===== src/rtl/assert_macros.svh =====
`ifndef ASSERT_MACROS_SVH
`define ASSERT_MACROS_SVH
// implication checked at every clock edge outside reset
`define ASSERT_IMPL(label, clk, rst_n, ante, cons, msg) \
	label: assert property (@(posedge clk) disable iff (!rst_n) (ante) |-> (cons)) \
		else $error(msg);
// plain invariant
`define ASSERT_ALWAYS(label, clk, rst_n, expr, msg) \
	label: assert property (@(posedge clk) disable iff (!rst_n) (expr)) else $error(msg);
`endif


===== src/rtl/rau_pkg.sv =====
package rau_pkg;
	typedef enum logic [2:0] {
		CMD_ADD = 3'd0, CMD_SUB = 3'd1, CMD_MUL = 3'd2, CMD_DIV = 3'd3, CMD_CMP = 3'd4
	} cmd_t;
	typedef enum logic [1:0] {
		ST_OK = 2'd0, ST_ZERO = 2'd1, ST_OVF = 2'd2
	} status_t;
	typedef enum logic [1:0] {
		ORD_LT = 2'd0, ORD_EQ = 2'd1, ORD_GT = 2'd2
	} order_t;
	// item classes as the front hands them to the back
	typedef enum logic [1:0] {
		CLS_ERR, CLS_ARITH, CLS_CMP
	} cls_t;
	typedef enum logic [3:0] {
		BK_IDLE, BK_MUL1, BK_MUL2, BK_FORM, BK_MOD, BK_GCD, BK_DIVN, BK_DIVD, BK_CHECK, BK_OUT
	} bk_state_t;
	localparam int unsigned MAG_W = 32;
endpackage


===== src/rtl/rau_if.sv =====
interface rau_if #(parameter int unsigned W = 8);
	logic valid;
	logic ready;
	logic [W-1:0] data;
	modport source(output valid, output data, input ready);
	modport sink(input valid, input data, output ready);
endinterface


===== src/rtl/rau_in_if.sv =====
interface rau_in_if;
	logic        valid;
	logic        ready;
	logic [2:0]  cmd;
	logic        lhs_negative;
	logic [31:0] lhs_num;
	logic [31:0] lhs_den;
	logic        rhs_negative;
	logic [31:0] rhs_num;
	logic [31:0] rhs_den;
	modport source(output valid, cmd, lhs_negative, lhs_num, lhs_den, rhs_negative, rhs_num,
		rhs_den, input ready);
	modport sink(input valid, cmd, lhs_negative, lhs_num, lhs_den, rhs_negative, rhs_num,
		rhs_den, output ready);
endinterface


===== src/rtl/rau_out_if.sv =====
interface rau_out_if;
	logic        valid;
	logic        ready;
	logic        res_negative;
	logic [31:0] res_num;
	logic [31:0] res_den;
	logic [1:0]  order;
	logic [1:0]  status;
	modport source(output valid, res_negative, res_num, res_den, order, status, input ready);
	modport sink(input valid, res_negative, res_num, res_den, order, status, output ready);
endinterface


===== src/rtl/rau_front.sv =====
// Masks operands, classifies the command and pushes a job into a two-entry queue.
module rau_front #(
	parameter int unsigned WIDTH = 32
) (
	input  logic                clk,
	input  logic                arst_n,
	rau_in_if.sink              in_ch,
	rau_if.source               job
);
	import rau_pkg::*;
	localparam int unsigned JW = 2 + 3 + 2 + 4 * WIDTH;
	localparam int unsigned DEPTH = 2;

	logic [JW-1:0] fifo_q [DEPTH];
	logic          wr_ptr_q, rd_ptr_q;
	logic [1:0]    cnt_q;
	logic [WIDTH-1:0] ln, ld, rn, rd;
	logic ls, rs;
	cls_t cls;
	logic [JW-1:0] entry;
	logic push, pop;

	always_comb begin
		ln = in_ch.lhs_num[WIDTH-1:0];
		ld = in_ch.lhs_den[WIDTH-1:0];
		rn = in_ch.rhs_num[WIDTH-1:0];
		rd = in_ch.rhs_den[WIDTH-1:0];
		ls = in_ch.lhs_negative && (ln != '0);
		rs = in_ch.rhs_negative && (rn != '0);
		if (ld == '0 || rd == '0 || (in_ch.cmd == CMD_DIV && rn == '0)) begin
			cls = CLS_ERR;
		end else if (in_ch.cmd <= CMD_DIV) begin
			cls = CLS_ARITH;
		end else begin
			cls = CLS_CMP;
		end
		entry = {cls, in_ch.cmd, ls, rs, ln, ld, rn, rd};
	end

	assign in_ch.ready = (cnt_q != 2'(DEPTH));
	assign push = in_ch.valid && in_ch.ready;
	assign pop = job.valid && job.ready;
	assign job.valid = (cnt_q != 2'd0);
	assign job.data = fifo_q[rd_ptr_q];

	always_ff @(posedge clk) begin
		if (push) begin
			fifo_q[wr_ptr_q] <= entry;
		end
	end

	always_ff @(posedge clk or negedge arst_n) begin
		if (!arst_n) begin
			wr_ptr_q <= 1'b0;
			rd_ptr_q <= 1'b0;
			cnt_q <= 2'd0;
		end else begin
			if (push) wr_ptr_q <= ~wr_ptr_q;
			if (pop) rd_ptr_q <= ~rd_ptr_q;
			cnt_q <= cnt_q + 2'(push) - 2'(pop);
		end
	end
endmodule


===== src/rtl/rau_back.sv =====
// Executes one job: cross products, then for arithmetic jobs the exact
// numerator, Euclidean gcd by restoring division, two gcd divisions.
module rau_back #(
	parameter int unsigned WIDTH = 32
) (
	input  logic  clk,
	input  logic  arst_n,
	rau_if.sink   job,
	rau_out_if.source out_ch
);
	import rau_pkg::*;
	localparam int unsigned JW = 2 + 3 + 2 + 4 * WIDTH;
	localparam int unsigned PW = 2 * WIDTH;
	localparam int unsigned NW = PW + 1;
	localparam int unsigned CW = $clog2(NW + 1);

	bk_state_t state_q, state_d;
	cls_t cls_q;
	cmd_t cmd_q;
	logic ls_q, rs_q;
	logic [WIDTH-1:0] ln_q, ld_q, rn_q, rd_q;
	logic [PW-1:0] p_q, q_q, d_q;
	logic [NW-1:0] n_q;
	logic neg_q;
	// shared restoring divider
	logic [NW-1:0] dv_a_q, dv_quo_q, dv_rem_q;
	logic [PW-1:0] dv_b_q;
	logic [CW-1:0] dv_cnt_q;
	logic [PW-1:0] ga_q, gb_q;
	logic [NW-1:0] numr_q;
	logic [PW-1:0] denr_q;
	logic [1:0] mulph_q;
	logic [PW-1:0] mul_r;
	logic [WIDTH-1:0] ma, mb;
	logic [NW:0] rem_sh;
	logic dv_done;
	logic res_neg_q;
	logic [WIDTH-1:0] res_num_q, res_den_q;
	logic [1:0] ord_q, st_q;
	logic out_v_q;
	logic es;

	assign mul_r = PW'(ma) * PW'(mb);
	assign rem_sh = {dv_rem_q, dv_a_q[NW-1]};
	assign dv_done = (dv_cnt_q == CW'(NW));
	assign es = (cmd_q == CMD_SUB) ? (!rs_q && rn_q != '0) : rs_q;

	always_comb begin
		unique case (mulph_q)
			2'd0: begin ma = ln_q; mb = rd_q; end
			2'd1: begin ma = rn_q; mb = ld_q; end
			default: begin ma = ld_q; mb = rd_q; end
		endcase
		if (cmd_q == CMD_MUL && mulph_q == 2'd0) mb = rn_q;
		if (cmd_q == CMD_DIV && mulph_q == 2'd2) mb = rn_q;
	end

	assign job.ready = (state_q == BK_IDLE) && !out_v_q;

	always_comb begin
		state_d = state_q;
		unique case (state_q)
			BK_IDLE: if (job.valid && job.ready) state_d = BK_MUL1;
			BK_MUL1: if (mulph_q == 2'd2) state_d = BK_MUL2;
			BK_MUL2: state_d = (cls_q == CLS_ARITH) ? BK_FORM : BK_OUT;
			BK_FORM: state_d = BK_MOD;
			BK_MOD: if (dv_done) state_d = BK_GCD;
			BK_GCD: if (gb_q == '0) state_d = BK_DIVN;
			BK_DIVN: if (dv_done) state_d = BK_DIVD;
			BK_DIVD: if (dv_done) state_d = BK_CHECK;
			BK_CHECK: state_d = BK_OUT;
			BK_OUT: state_d = BK_IDLE;
			default: state_d = BK_IDLE;
		endcase
	end

	always_ff @(posedge clk or negedge arst_n) begin
		if (!arst_n) begin
			state_q <= BK_IDLE;
			out_v_q <= 1'b0;
		end else begin
			state_q <= state_d;
			if (state_q == BK_OUT) out_v_q <= 1'b1;
			else if (out_ch.ready) out_v_q <= 1'b0;
		end
	end

	always_ff @(posedge clk) begin
		// divider step runs whenever armed and not finished
		if (!dv_done) begin
			if (rem_sh >= {1'b0, dv_b_q}) begin
				dv_rem_q <= NW'(rem_sh - {1'b0, dv_b_q});
				dv_quo_q <= {dv_quo_q[NW-2:0], 1'b1};
			end else begin
				dv_rem_q <= rem_sh[NW-1:0];
				dv_quo_q <= {dv_quo_q[NW-2:0], 1'b0};
			end
			dv_a_q <= {dv_a_q[NW-2:0], 1'b0};
			dv_cnt_q <= dv_cnt_q + CW'(1);
		end
		unique case (state_q)
			BK_IDLE: begin
				dv_cnt_q <= CW'(NW);
				mulph_q <= 2'd0;
				cls_q <= cls_t'(job.data[JW-1 -: 2]);
				cmd_q <= cmd_t'(job.data[JW-3 -: 3]);
				{ls_q, rs_q, ln_q, ld_q, rn_q, rd_q} <= job.data[JW-6:0];
			end
			BK_MUL1: begin
				unique case (mulph_q)
					2'd0: p_q <= mul_r;
					2'd1: q_q <= mul_r;
					default: d_q <= mul_r;
				endcase
				mulph_q <= mulph_q + 2'd1;
			end
			BK_MUL2: begin
				if (cmd_q == CMD_MUL || cmd_q == CMD_DIV) begin
					n_q <= {1'b0, p_q};
					neg_q <= ls_q != rs_q;
				end else if (ls_q == es) begin
					n_q <= NW'({1'b0, p_q} + {1'b0, q_q});
					neg_q <= ls_q;
				end else if (p_q >= q_q) begin
					n_q <= {1'b0, p_q - q_q};
					neg_q <= ls_q;
				end else begin
					n_q <= {1'b0, q_q - p_q};
					neg_q <= es;
				end
			end
			BK_FORM: begin
				dv_a_q <= n_q; dv_b_q <= d_q; dv_rem_q <= '0; dv_quo_q <= '0;
				dv_cnt_q <= '0;
			end
			BK_MOD: if (dv_done) begin
				ga_q <= d_q; gb_q <= dv_rem_q[PW-1:0];
				dv_a_q <= {1'b0, d_q}; dv_b_q <= dv_rem_q[PW-1:0];
				dv_rem_q <= '0; dv_quo_q <= '0;
				dv_cnt_q <= (dv_rem_q == '0) ? CW'(NW) : '0;
			end
			BK_GCD: if (gb_q == '0) begin
				dv_a_q <= n_q; dv_b_q <= ga_q; dv_rem_q <= '0; dv_quo_q <= '0;
				dv_cnt_q <= '0;
			end else if (dv_done) begin
				// advance Euclid: (a, b) <- (b, a mod b)
				ga_q <= gb_q; gb_q <= dv_rem_q[PW-1:0];
				dv_a_q <= {1'b0, gb_q}; dv_b_q <= dv_rem_q[PW-1:0];
				dv_rem_q <= '0; dv_quo_q <= '0;
				dv_cnt_q <= (dv_rem_q == '0) ? CW'(NW) : '0;
			end
			BK_DIVN: if (dv_done) begin
				numr_q <= dv_quo_q;
				dv_a_q <= {1'b0, d_q}; dv_b_q <= ga_q; dv_rem_q <= '0; dv_quo_q <= '0;
				dv_cnt_q <= '0;
			end
			BK_DIVD: if (dv_done) denr_q <= dv_quo_q[PW-1:0];
			BK_CHECK: begin
				res_neg_q <= 1'b0; res_num_q <= '0; res_den_q <= WIDTH'(1);
				ord_q <= ORD_LT;
				if ((numr_q >> WIDTH) != '0 || (denr_q >> WIDTH) != '0) begin
					st_q <= ST_OVF;
				end else begin
					st_q <= ST_OK;
					res_num_q <= numr_q[WIDTH-1:0];
					res_den_q <= denr_q[WIDTH-1:0];
					res_neg_q <= neg_q && (numr_q != '0);
				end
			end
			BK_OUT: if (cls_q != CLS_ARITH) begin
				res_neg_q <= 1'b0; res_num_q <= '0; res_den_q <= WIDTH'(1);
				ord_q <= ORD_LT;
				st_q <= (cls_q == CLS_ERR) ? ST_ZERO : ST_OK;
				if (cls_q == CLS_CMP) begin
					if (ls_q != rs_q) ord_q <= ls_q ? ORD_LT : ORD_GT;
					else if (p_q == q_q) ord_q <= ORD_EQ;
					else if ((p_q < q_q) != ls_q) ord_q <= ORD_LT;
					else ord_q <= ORD_GT;
				end
			end
			default: ;
		endcase
	end

	assign out_ch.valid = out_v_q;
	assign out_ch.res_negative = res_neg_q;
	assign out_ch.res_num = MAG_W'(res_num_q);
	assign out_ch.res_den = MAG_W'(res_den_q);
	assign out_ch.order = ord_q;
	assign out_ch.status = st_q;
endmodule


===== src/rtl/rational_arithmetic_unit.sv =====
// Rational arithmetic unit: add, subtract, multiply, divide or compare two sign-magnitude
// fractions, reducing results to lowest terms. One item is executed at a time; a two-entry
// input queue accepts items while the back end works. Every remainder comes from one
// bit-serial restoring divider stepping one quotient bit per cycle. Compare and error
// items skip the divider.
module rational_arithmetic_unit #(
	parameter int unsigned WIDTH = 32
) (
	input logic clk,
	input logic arst_n,
	rau_in_if.sink in_ch,
	rau_out_if.source out_ch
);
	import rau_pkg::*;
	`include "assert_macros.svh"

	localparam int unsigned JW = 2 + 3 + 2 + 4 * WIDTH;
	rau_if #(.W(JW)) job ();

	rau_front #(.WIDTH(WIDTH)) u_front (.clk, .arst_n, .in_ch, .job(job.source));
	rau_back #(.WIDTH(WIDTH)) u_back (.clk, .arst_n, .job(job.sink), .out_ch);

	`ASSERT_IMPL(a_err_zero, clk, arst_n, out_ch.valid && out_ch.status != ST_OK,
		out_ch.res_num == '0 && out_ch.res_den == 32'd1 && !out_ch.res_negative,
		"error result not 0/1")
	`ASSERT_IMPL(a_zero_pos, clk, arst_n, out_ch.valid && out_ch.res_num == '0,
		!out_ch.res_negative, "zero result negative")
	`ASSERT_ALWAYS(a_status_rng, clk, arst_n, !out_ch.valid || out_ch.status != 2'd3,
		"bad status code")
endmodule


===== src/flat_wrapper.sv =====
// flat-port wrapper written by rule: the top's interface ports become plain ports
module rational_arithmetic_unit_flat import rau_pkg::*;
#(
	parameter int unsigned WIDTH = 32
)
  (clk, arst_n, in_ch_valid, in_ch_cmd, in_ch_lhs_negative, in_ch_lhs_num, in_ch_lhs_den, in_ch_rhs_negative, in_ch_rhs_num, in_ch_rhs_den, in_ch_ready, out_ch_valid, out_ch_res_negative, out_ch_res_num, out_ch_res_den, out_ch_order, out_ch_status, out_ch_ready);
  rau_in_if in_ch_i ();
  rau_out_if out_ch_i ();
  input logic clk;
  input logic arst_n;
  input wire logic [$bits(in_ch_i.valid)-1:0] in_ch_valid;
  input wire logic [$bits(in_ch_i.cmd)-1:0] in_ch_cmd;
  input wire logic [$bits(in_ch_i.lhs_negative)-1:0] in_ch_lhs_negative;
  input wire logic [$bits(in_ch_i.lhs_num)-1:0] in_ch_lhs_num;
  input wire logic [$bits(in_ch_i.lhs_den)-1:0] in_ch_lhs_den;
  input wire logic [$bits(in_ch_i.rhs_negative)-1:0] in_ch_rhs_negative;
  input wire logic [$bits(in_ch_i.rhs_num)-1:0] in_ch_rhs_num;
  input wire logic [$bits(in_ch_i.rhs_den)-1:0] in_ch_rhs_den;
  output wire logic [$bits(in_ch_i.ready)-1:0] in_ch_ready;
  output wire logic [$bits(out_ch_i.valid)-1:0] out_ch_valid;
  output wire logic [$bits(out_ch_i.res_negative)-1:0] out_ch_res_negative;
  output wire logic [$bits(out_ch_i.res_num)-1:0] out_ch_res_num;
  output wire logic [$bits(out_ch_i.res_den)-1:0] out_ch_res_den;
  output wire logic [$bits(out_ch_i.order)-1:0] out_ch_order;
  output wire logic [$bits(out_ch_i.status)-1:0] out_ch_status;
  input wire logic [$bits(out_ch_i.ready)-1:0] out_ch_ready;
  assign in_ch_i.valid = in_ch_valid;
  assign in_ch_i.cmd = in_ch_cmd;
  assign in_ch_i.lhs_negative = in_ch_lhs_negative;
  assign in_ch_i.lhs_num = in_ch_lhs_num;
  assign in_ch_i.lhs_den = in_ch_lhs_den;
  assign in_ch_i.rhs_negative = in_ch_rhs_negative;
  assign in_ch_i.rhs_num = in_ch_rhs_num;
  assign in_ch_i.rhs_den = in_ch_rhs_den;
  assign in_ch_ready = in_ch_i.ready;
  assign out_ch_valid = out_ch_i.valid;
  assign out_ch_res_negative = out_ch_i.res_negative;
  assign out_ch_res_num = out_ch_i.res_num;
  assign out_ch_res_den = out_ch_i.res_den;
  assign out_ch_order = out_ch_i.order;
  assign out_ch_status = out_ch_i.status;
  assign out_ch_i.ready = out_ch_ready;
  rational_arithmetic_unit #(.WIDTH(WIDTH)) u_core (.clk(clk), .arst_n(arst_n), .in_ch(in_ch_i), .out_ch(out_ch_i));
endmodule

===== config.mk =====
export PLATFORM = sky130hd
export DESIGN_NAME = rational_arithmetic_unit_flat
export DESIGN_NICKNAME = d
export VERILOG_FILES = /design/src/rtl/rau_pkg.sv /design/src/rtl/rau_if.sv /design/src/rtl/rau_in_if.sv /design/src/rtl/rau_out_if.sv /design/src/rtl/rau_front.sv /design/src/rtl/rau_back.sv /design/src/rtl/rational_arithmetic_unit.sv /design/src/flat_wrapper.sv
export VERILOG_INCLUDE_DIRS = /design/src /design/src/rtl
export SDC_FILE = /design/constraint.sdc
export NUM_CORES = 2
export LEC_CHECK = 0
export ABC_AREA = 1
export BUFFER_PORTS_ARGS = -buffer_cell sky130_fd_sc_hd__buf_2
export CORE_ASPECT_RATIO = 0.6
export CORE_MARGIN = 2
export CORE_UTILIZATION = 50
export CTS_CLUSTER_DIAMETER = 80
export DETAILED_ROUTE_END_ITERATION = 16
export PLACE_DENSITY = 0.71
export SYNTH_ARGS = -nofsm -noshare
export SYNTH_HDL_FRONTEND = slang
export SYNTH_SLANG_ARGS = --single-unit

===== constraint.sdc =====
create_clock -name clk -period 9.4 [get_ports clk]
set_input_delay 1.41 -clock clk [delete_from_list [all_inputs] [get_ports clk]]
set_output_delay 1.41 -clock clk [all_outputs]
set_load 0.02 [all_outputs]

* Yosys cells after proc, flatten, opt, wreduce, memory -nomap -nowiden
Memories as Yosys holds them, arrays and structs flattened. A register that Yosys moved wholly into a read port is not among the register bits. Cells that the tools add are included. W data, S select, Z words.
Word-level totals: register bits after elaboration 861, memory bits (writable) 270, input port bits 137, output and inout port bits 71, memories 1
Memory list:
- u_core.u_front.fifo_q | depth 2, width 135, read ports 1, clocked after Yosys merged registers in 1, wr ports 1, line rau_front.sv:14 | logic [JW-1:0] fifo_q [DEPTH];
Operators by class: add/subtract/negate cells 8, multipliers 1, order comparisons 4, equality and inequality tests 33, mux-type cells 78, bitwise gates (word level) 3, reduce and logical (&&, ||, !) cells 48
Operators with widths (number):
- $mux W65 | 12
- $mux W64 | 10
- $pmux W65 S3 | 3
- $pmux W64 S2 | 2
- $pmux W64 S4 | 1
- $mux W32 | 7
- $pmux W32 S2 | 3
- $reduce_bool A65 Y1 | 2
- $sub A64 B64 Y64 | 2
- $logic_not A32 Y1 | 3
- $reduce_bool A32 Y1 | 3
- $ge A66 B64 Y1 | 1
- $add A64 B64 Y65 | 1
- $logic_not A65 Y1 | 1
- $sub A65 B64 Y65 | 1
- $eq A64 B64 Y1 | 1
- $ge A64 B64 Y1 | 1
- $logic_not A64 Y1 | 1
- $lt A64 B64 Y1 | 1
- $mul A32 B32 Y64 | 1
- $reduce_bool A64 Y1 | 1
- $pmux W4 S9 | 1
- $mux W7 | 5
- $pmux W7 S5 | 1
- 35 further kinds | 110

* Depth between registers and ports, before layout
depth in word-level cells 8, depth in mapped cells 38, mapped depth without buffers 36

* By module
From an unflattened synthesis, not the netlist that was laid out.
Second synthesis, totals: cells, all modules 13259, area, all modules 106357.0 µm²
Modules (own cells, without submodules):
- rau_back | instances 1, cells an instance 12409, area an instance 95864.4 µm², seq. area each 27741.6 µm²
- rau_front | instances 1, cells an instance 850, area an instance 10492.6 µm², seq. area each 8207.9 µm²

* Least setup slack after synthesis
Ideal clock, no wire load.
kind register -> register, start register u_core.u_back.mulph_q[1], end register u_core.u_back.d_q[57] (data pin), data arrival time 7569 ps, data required time 9139 ps, slack 1570 ps, stages on the path, launching flop included 35, cell sequence edfxtp_1 > inv_1 > ha_1 > clkbuf_1 > buf_2 > mux2i_1 > nand2_1 > o21ai_1 > clkbuf_1 > nor2_1 > fa_1 > inv_1 > fa_1 > fa_1 > fa_1 > inv_1 > fa_1 > inv_1 > fa_1 > inv_1 > fa_1 > fa_1 > ha_1 > nand2_1 > nor2_1 > inv_1 > nor2_1 > nor2_1 > o21ai_0 > nand2_1 > nand3_1 > a21o_1 > nand2_1 > nand3_1 > nand2_1
Between the ends: word-level cells in the longest chain between the ends 5, elaborated cells on any way between the ends 10
Ends and longest elaborated chain:
- start: declaration | line rau_back.sv:32 | logic [1:0] mulph_q;
- start signal: assignment | line rau_back.sv:115 | mulph_q <= mulph_q + 2'd1;
- $eq A2 B1 Y1 or $logic_not A2 Y1 (tied branches) | line rau_back.sv:49, rau_back.sv:54
- $mux W32 or $logic_and A1 B1 Y1 (tied branches) | line rau_back.sv:49, rau_back.sv:54
- $mux W32 | line rau_back.sv:54 | if (cmd_q == CMD_MUL && mulph_q == 2'd0) mb = rn_q;
- $mux W32 | line rau_back.sv:55 | if (cmd_q == CMD_DIV && mulph_q == 2'd2) mb = rn_q;
- $mul A32 B32 Y64 (*) | line rau_back.sv:43 | assign mul_r = PW'(ma) * PW'(mb);
- net u_core.u_back.mul_r[57] | line rau_back.sv:33 | logic [PW-1:0] mul_r;
- end signal: assignment | line rau_back.sv:113 | default: d_q <= mul_r;
- end: declaration | line rau_back.sv:22 | logic [PW-1:0] p_q, q_q, d_q;
The timed path passes the listed nets; every way through them passes the cells marked *. A chain may end at the register's enable or synchronous reset.

* Worst setup path after layout
start register u_core.u_back.mulph_q[0], end register u_core.u_back.d_q[48] (data pin)
Same word-level chain as after synthesis.

==> impl_metrics.ini <==
[outcome]
status = finished, violations left
violations = capacitance limit, slew limit

[clocking]
cts.sinks = 1266
clockBufferDepth = 3
numCtsBuffers = 119
htree_levels = 3
clk_latency_ps = 830
cts_root_buf = clkbuf_16
clk_pin_slew_ps = 70
cts_tree = yes

[global_routing]
grt_pass1_wl_um = 623000
grt_usage_pct = 40.9
grt_max_degree = 113
grt_pass1_vias = 84000
antenna_found_initial = 15
overflow = 0

[sta]
fin_crit_ps = 9330
finalMaxSlewViolations = 1
tns_ps = 0
rsz0062_at_grt = false
fin_crit_sh_pct = 99.3
hold_violations = 0
setup_viol = 0
fin_worst_skew_ps = 117
fmaxAchievable_mhz = 107
tightest_slew_ps = 1490
slew_headroom_pct = -0.333

[drt]
via_count = 91900
wl_per_cell_um = 27.8
drtIter0Drc = 14600
ant_nets = 0
wl_um = 442000
dr.pass1.iters = 9
drc = 0
vias_per_cell = 5.78

[finish]
area_delta_synth_final_pct = 9.64
drive_gt1_share_pct = 8.87
layout.nets = 14600
fillCellCount = 19500

[worst_setup_path]
arrival_ps = 9930
crit_type = flop to flop
worst_ep_required_time_ps = 10000
max_stage_delay_ps = 540
end_kind = flop
cp-start-kind = flop
critPathMaxFanout = 17
slowest_stage = fa_1

[floorplan]
dieHeight_um = 359
ios = 208
die_w_um = 596
coreArea_um2 = 209000
placement_rows = 130
die-area_um2 = 214000
start_util_pct = 50.2

[logic_synthesis]
synthAdderAreaFrac_pct = 23.4
ys_warn_count = 0
synth_top_area_share_pct = 30.1
synth.most_common_cell = nand2_1
synth_top_cells_by_count = 3,520 x nand2_1, 2,233 x inv_1, 1,475 x nor2_1
yosysTopAreaCell = edfxtp_1
yosys-top-cells-area = edfxtp_1 30%, fa_1 17%, nand2_1 13%
avgSynthCellArea_um2 = 8.22
synth_cell_type_count = 70
synth-simple-area-share_pct = 22.2
synth_edf_count = 1055
synthCells = 12800
dominantRegCellSynth = edfxtp_1
synth_compound_area_share_pct = 6.43
synth-xor-area-share_pct = 1.64
syn-cell-area_um2 = 105000
synth_seq_cells = 1266
ys_seq_area_share_pct = 34.2
synth_nets = 14400
synth_top_family_by_area = adder cells
muxShareOfSynthArea_pct = 1.75
postSynth.asyncResetShare_pct = 0.711

[place]
port_buffers = 207
gp_congestion = 1.10
dp_hpwl_um = 366000

[min_path]
hold_path.class = flop to flop

[run]
maxCapViolations = 1
## state kept, by name (all words and copies together), names as in the netlist, 3 cells and up
signal / count
u_core.u_back.dv_cnt_q: 7
u_core.u_back.dv_a_q: 65
u_core.u_back.out_ch.res_den: 32
u_core.u_back.denr_q: 64
u_core.u_back.ln_q: 32
u_core.u_back.cmd_q: 3
u_core.u_back.gb_q: 64
u_core.u_back.d_q: 64
u_core.u_back.rn_q: 32
u_core.u_back.rd_q: 32
u_core.u_back.p_q: 64
u_core.u_back.dv_quo_q: 65
u_core.u_back.out_ch.res_num: 32
u_core.u_back.ld_q: 32
u_core.u_back.n_q: 65
u_core.u_back.dv_b_q: 64
u_core.u_back.dv_rem_q: 65
u_core.u_back.q_q: 64
u_core.u_back.state_q: 4
u_core.u_front.fifo_q: 270
u_core.u_back.ga_q: 64
u_core.u_back.numr_q: 65
## cells by family (layout without fill, tap and decap cells)
kind of cell             after synthesis  after routing
AO/OA/AOI/OAI                       1187           1187
XOR/XNOR                             197            197
adder cells (fa/ha/maj)             1428           1428
buffers and inverters               2770           3105
flip-flops                          1266           1266
multiplexers                         167            167
other                                  0              4
AND/OR/NAND/NOR                     5772           5772
## through the flow
step	hold WS, ps	instances	area, µm²	setup slack, ps	util (%)
2_1_floorplan	409	12800	105000	1570	-
3_3_place_gp	435	15700	111000	206	53.0
3_5_place_dp	421	15700	111000	152	53.0
4_1_cts	393	15900	115000	73.5	54.9
5_1_grt	405	15900	115000	4.52	55.1
6_report	397	15900	115000	68.2	55.1
## cells in the final DEF (no fill, tap or decap), types with 26 or more instances in the layout
| master | count |
|---|---|
| dfxtp_1 | 202 |
| a31oi_1 | 79 |
| xor2_1 | 154 |
| fa_1 | 899 |
| clkbuf_16 | 122 |
| nor3_1 | 63 |
| o211ai_1 | 75 |
| a21oi_1 | 383 |
| o21ai_1 | 45 |
| o21bai_1 | 41 |
| o22ai_1 | 62 |
| xnor2_1 | 37 |
| mux2_2 | 135 |
| buf_12 | 35 |
| mux2i_1 | 32 |
| buf_2 | 207 |
| o21ai_2 | 46 |
| clkinv_1 | 35 |
| nand2_1 | 3515 |
| buf_4 | 310 |
| a211o_1 | 26 |
| inv_1 | 2226 |
| nand4_1 | 154 |
| nand2_2 | 35 |
| nor2_1 | 1461 |
| o21ai_0 | 346 |
| edfxtp_1 | 1055 |
| inv_2 | 63 |
| nor4_1 | 83 |
| nand3_1 | 336 |
| ha_1 | 527 |
## worst max-delay path: cells and delay by family (launching register included)
| family | cells | cell delay, ps |
|---|---|---|
| compound gates | 3 | 510 |
| buf+inv | 12 | 2220 |
| flops | 1 | 460 |
| simple gates | 7 | 1180 |
| xor+xnor | 1 | 350 |
| fa+ha+maj | 10 | 4340 |
## worst paths after layout
| check | start | endpoint | slack [ps] | cells after the start |
|---|---|---|---|---|
| setup reg to reg | u_core.u_back.mulph_q[0] | u_core.u_back.d_q[48] | 70 | 33 |
| hold reg to reg | u_core.u_back.dv_quo_q[2] | u_core.u_back.denr_q[2] | 400 | 0 |
| hold / removal | u_core.u_back.dv_quo_q[2] | u_core.u_back.denr_q[2] | 400 | 0 |
| min in group asynchronous | arst_n | u_core.u_back.out_ch.valid | 530 | 1 |
| max in group asynchronous | arst_n | u_core.u_back.state_q[2] | 8430 | 1 |
| setup / recovery | u_core.u_back.mulph_q[0] | u_core.u_back.d_q[48] | 70 | 33 |
## metal layers
| metal | vias to the layer above | GRT usage (%) | routed length [µm] |
|---|---|---|---|
| met5 | - | 1.78 | 689 |
| met2 | 6772 | 42.0 | 134000 |
| li1 | 40500 | - | - |
| met3 | 430 | 26.7 | 94100 |
| met1 | 44200 | 66.6 | 206000 |
| met4 | 12 | 5.92 | 7240 |
## final cells by class
class                   instances  area (µm²)  share of cell area [%]
clock buffers                 156        3290                    2.86
flip-flops and latches       1266       36000                    31.2
clock inverters                68         802                   0.696
well taps                    2772        3470                    3.01
multi-input cells            8751       58800                    51.1
diodes                          4        10.0                 0.00869
repair buffers                555        4100                    3.56
inverters                    2326        8780                    7.62
## timing repair
action	4_1_cts	5_1_grt
hold buffers	0	0
hold endpoints to repair	0	0
gates resized for setup	0	51
buffers inserted	0	4
endpoints found under the setup margin	0	84
Power is left out: the tool's default activity adds up to more than one toggle a clock period on the data nets, which glitch-free logic cannot reach.
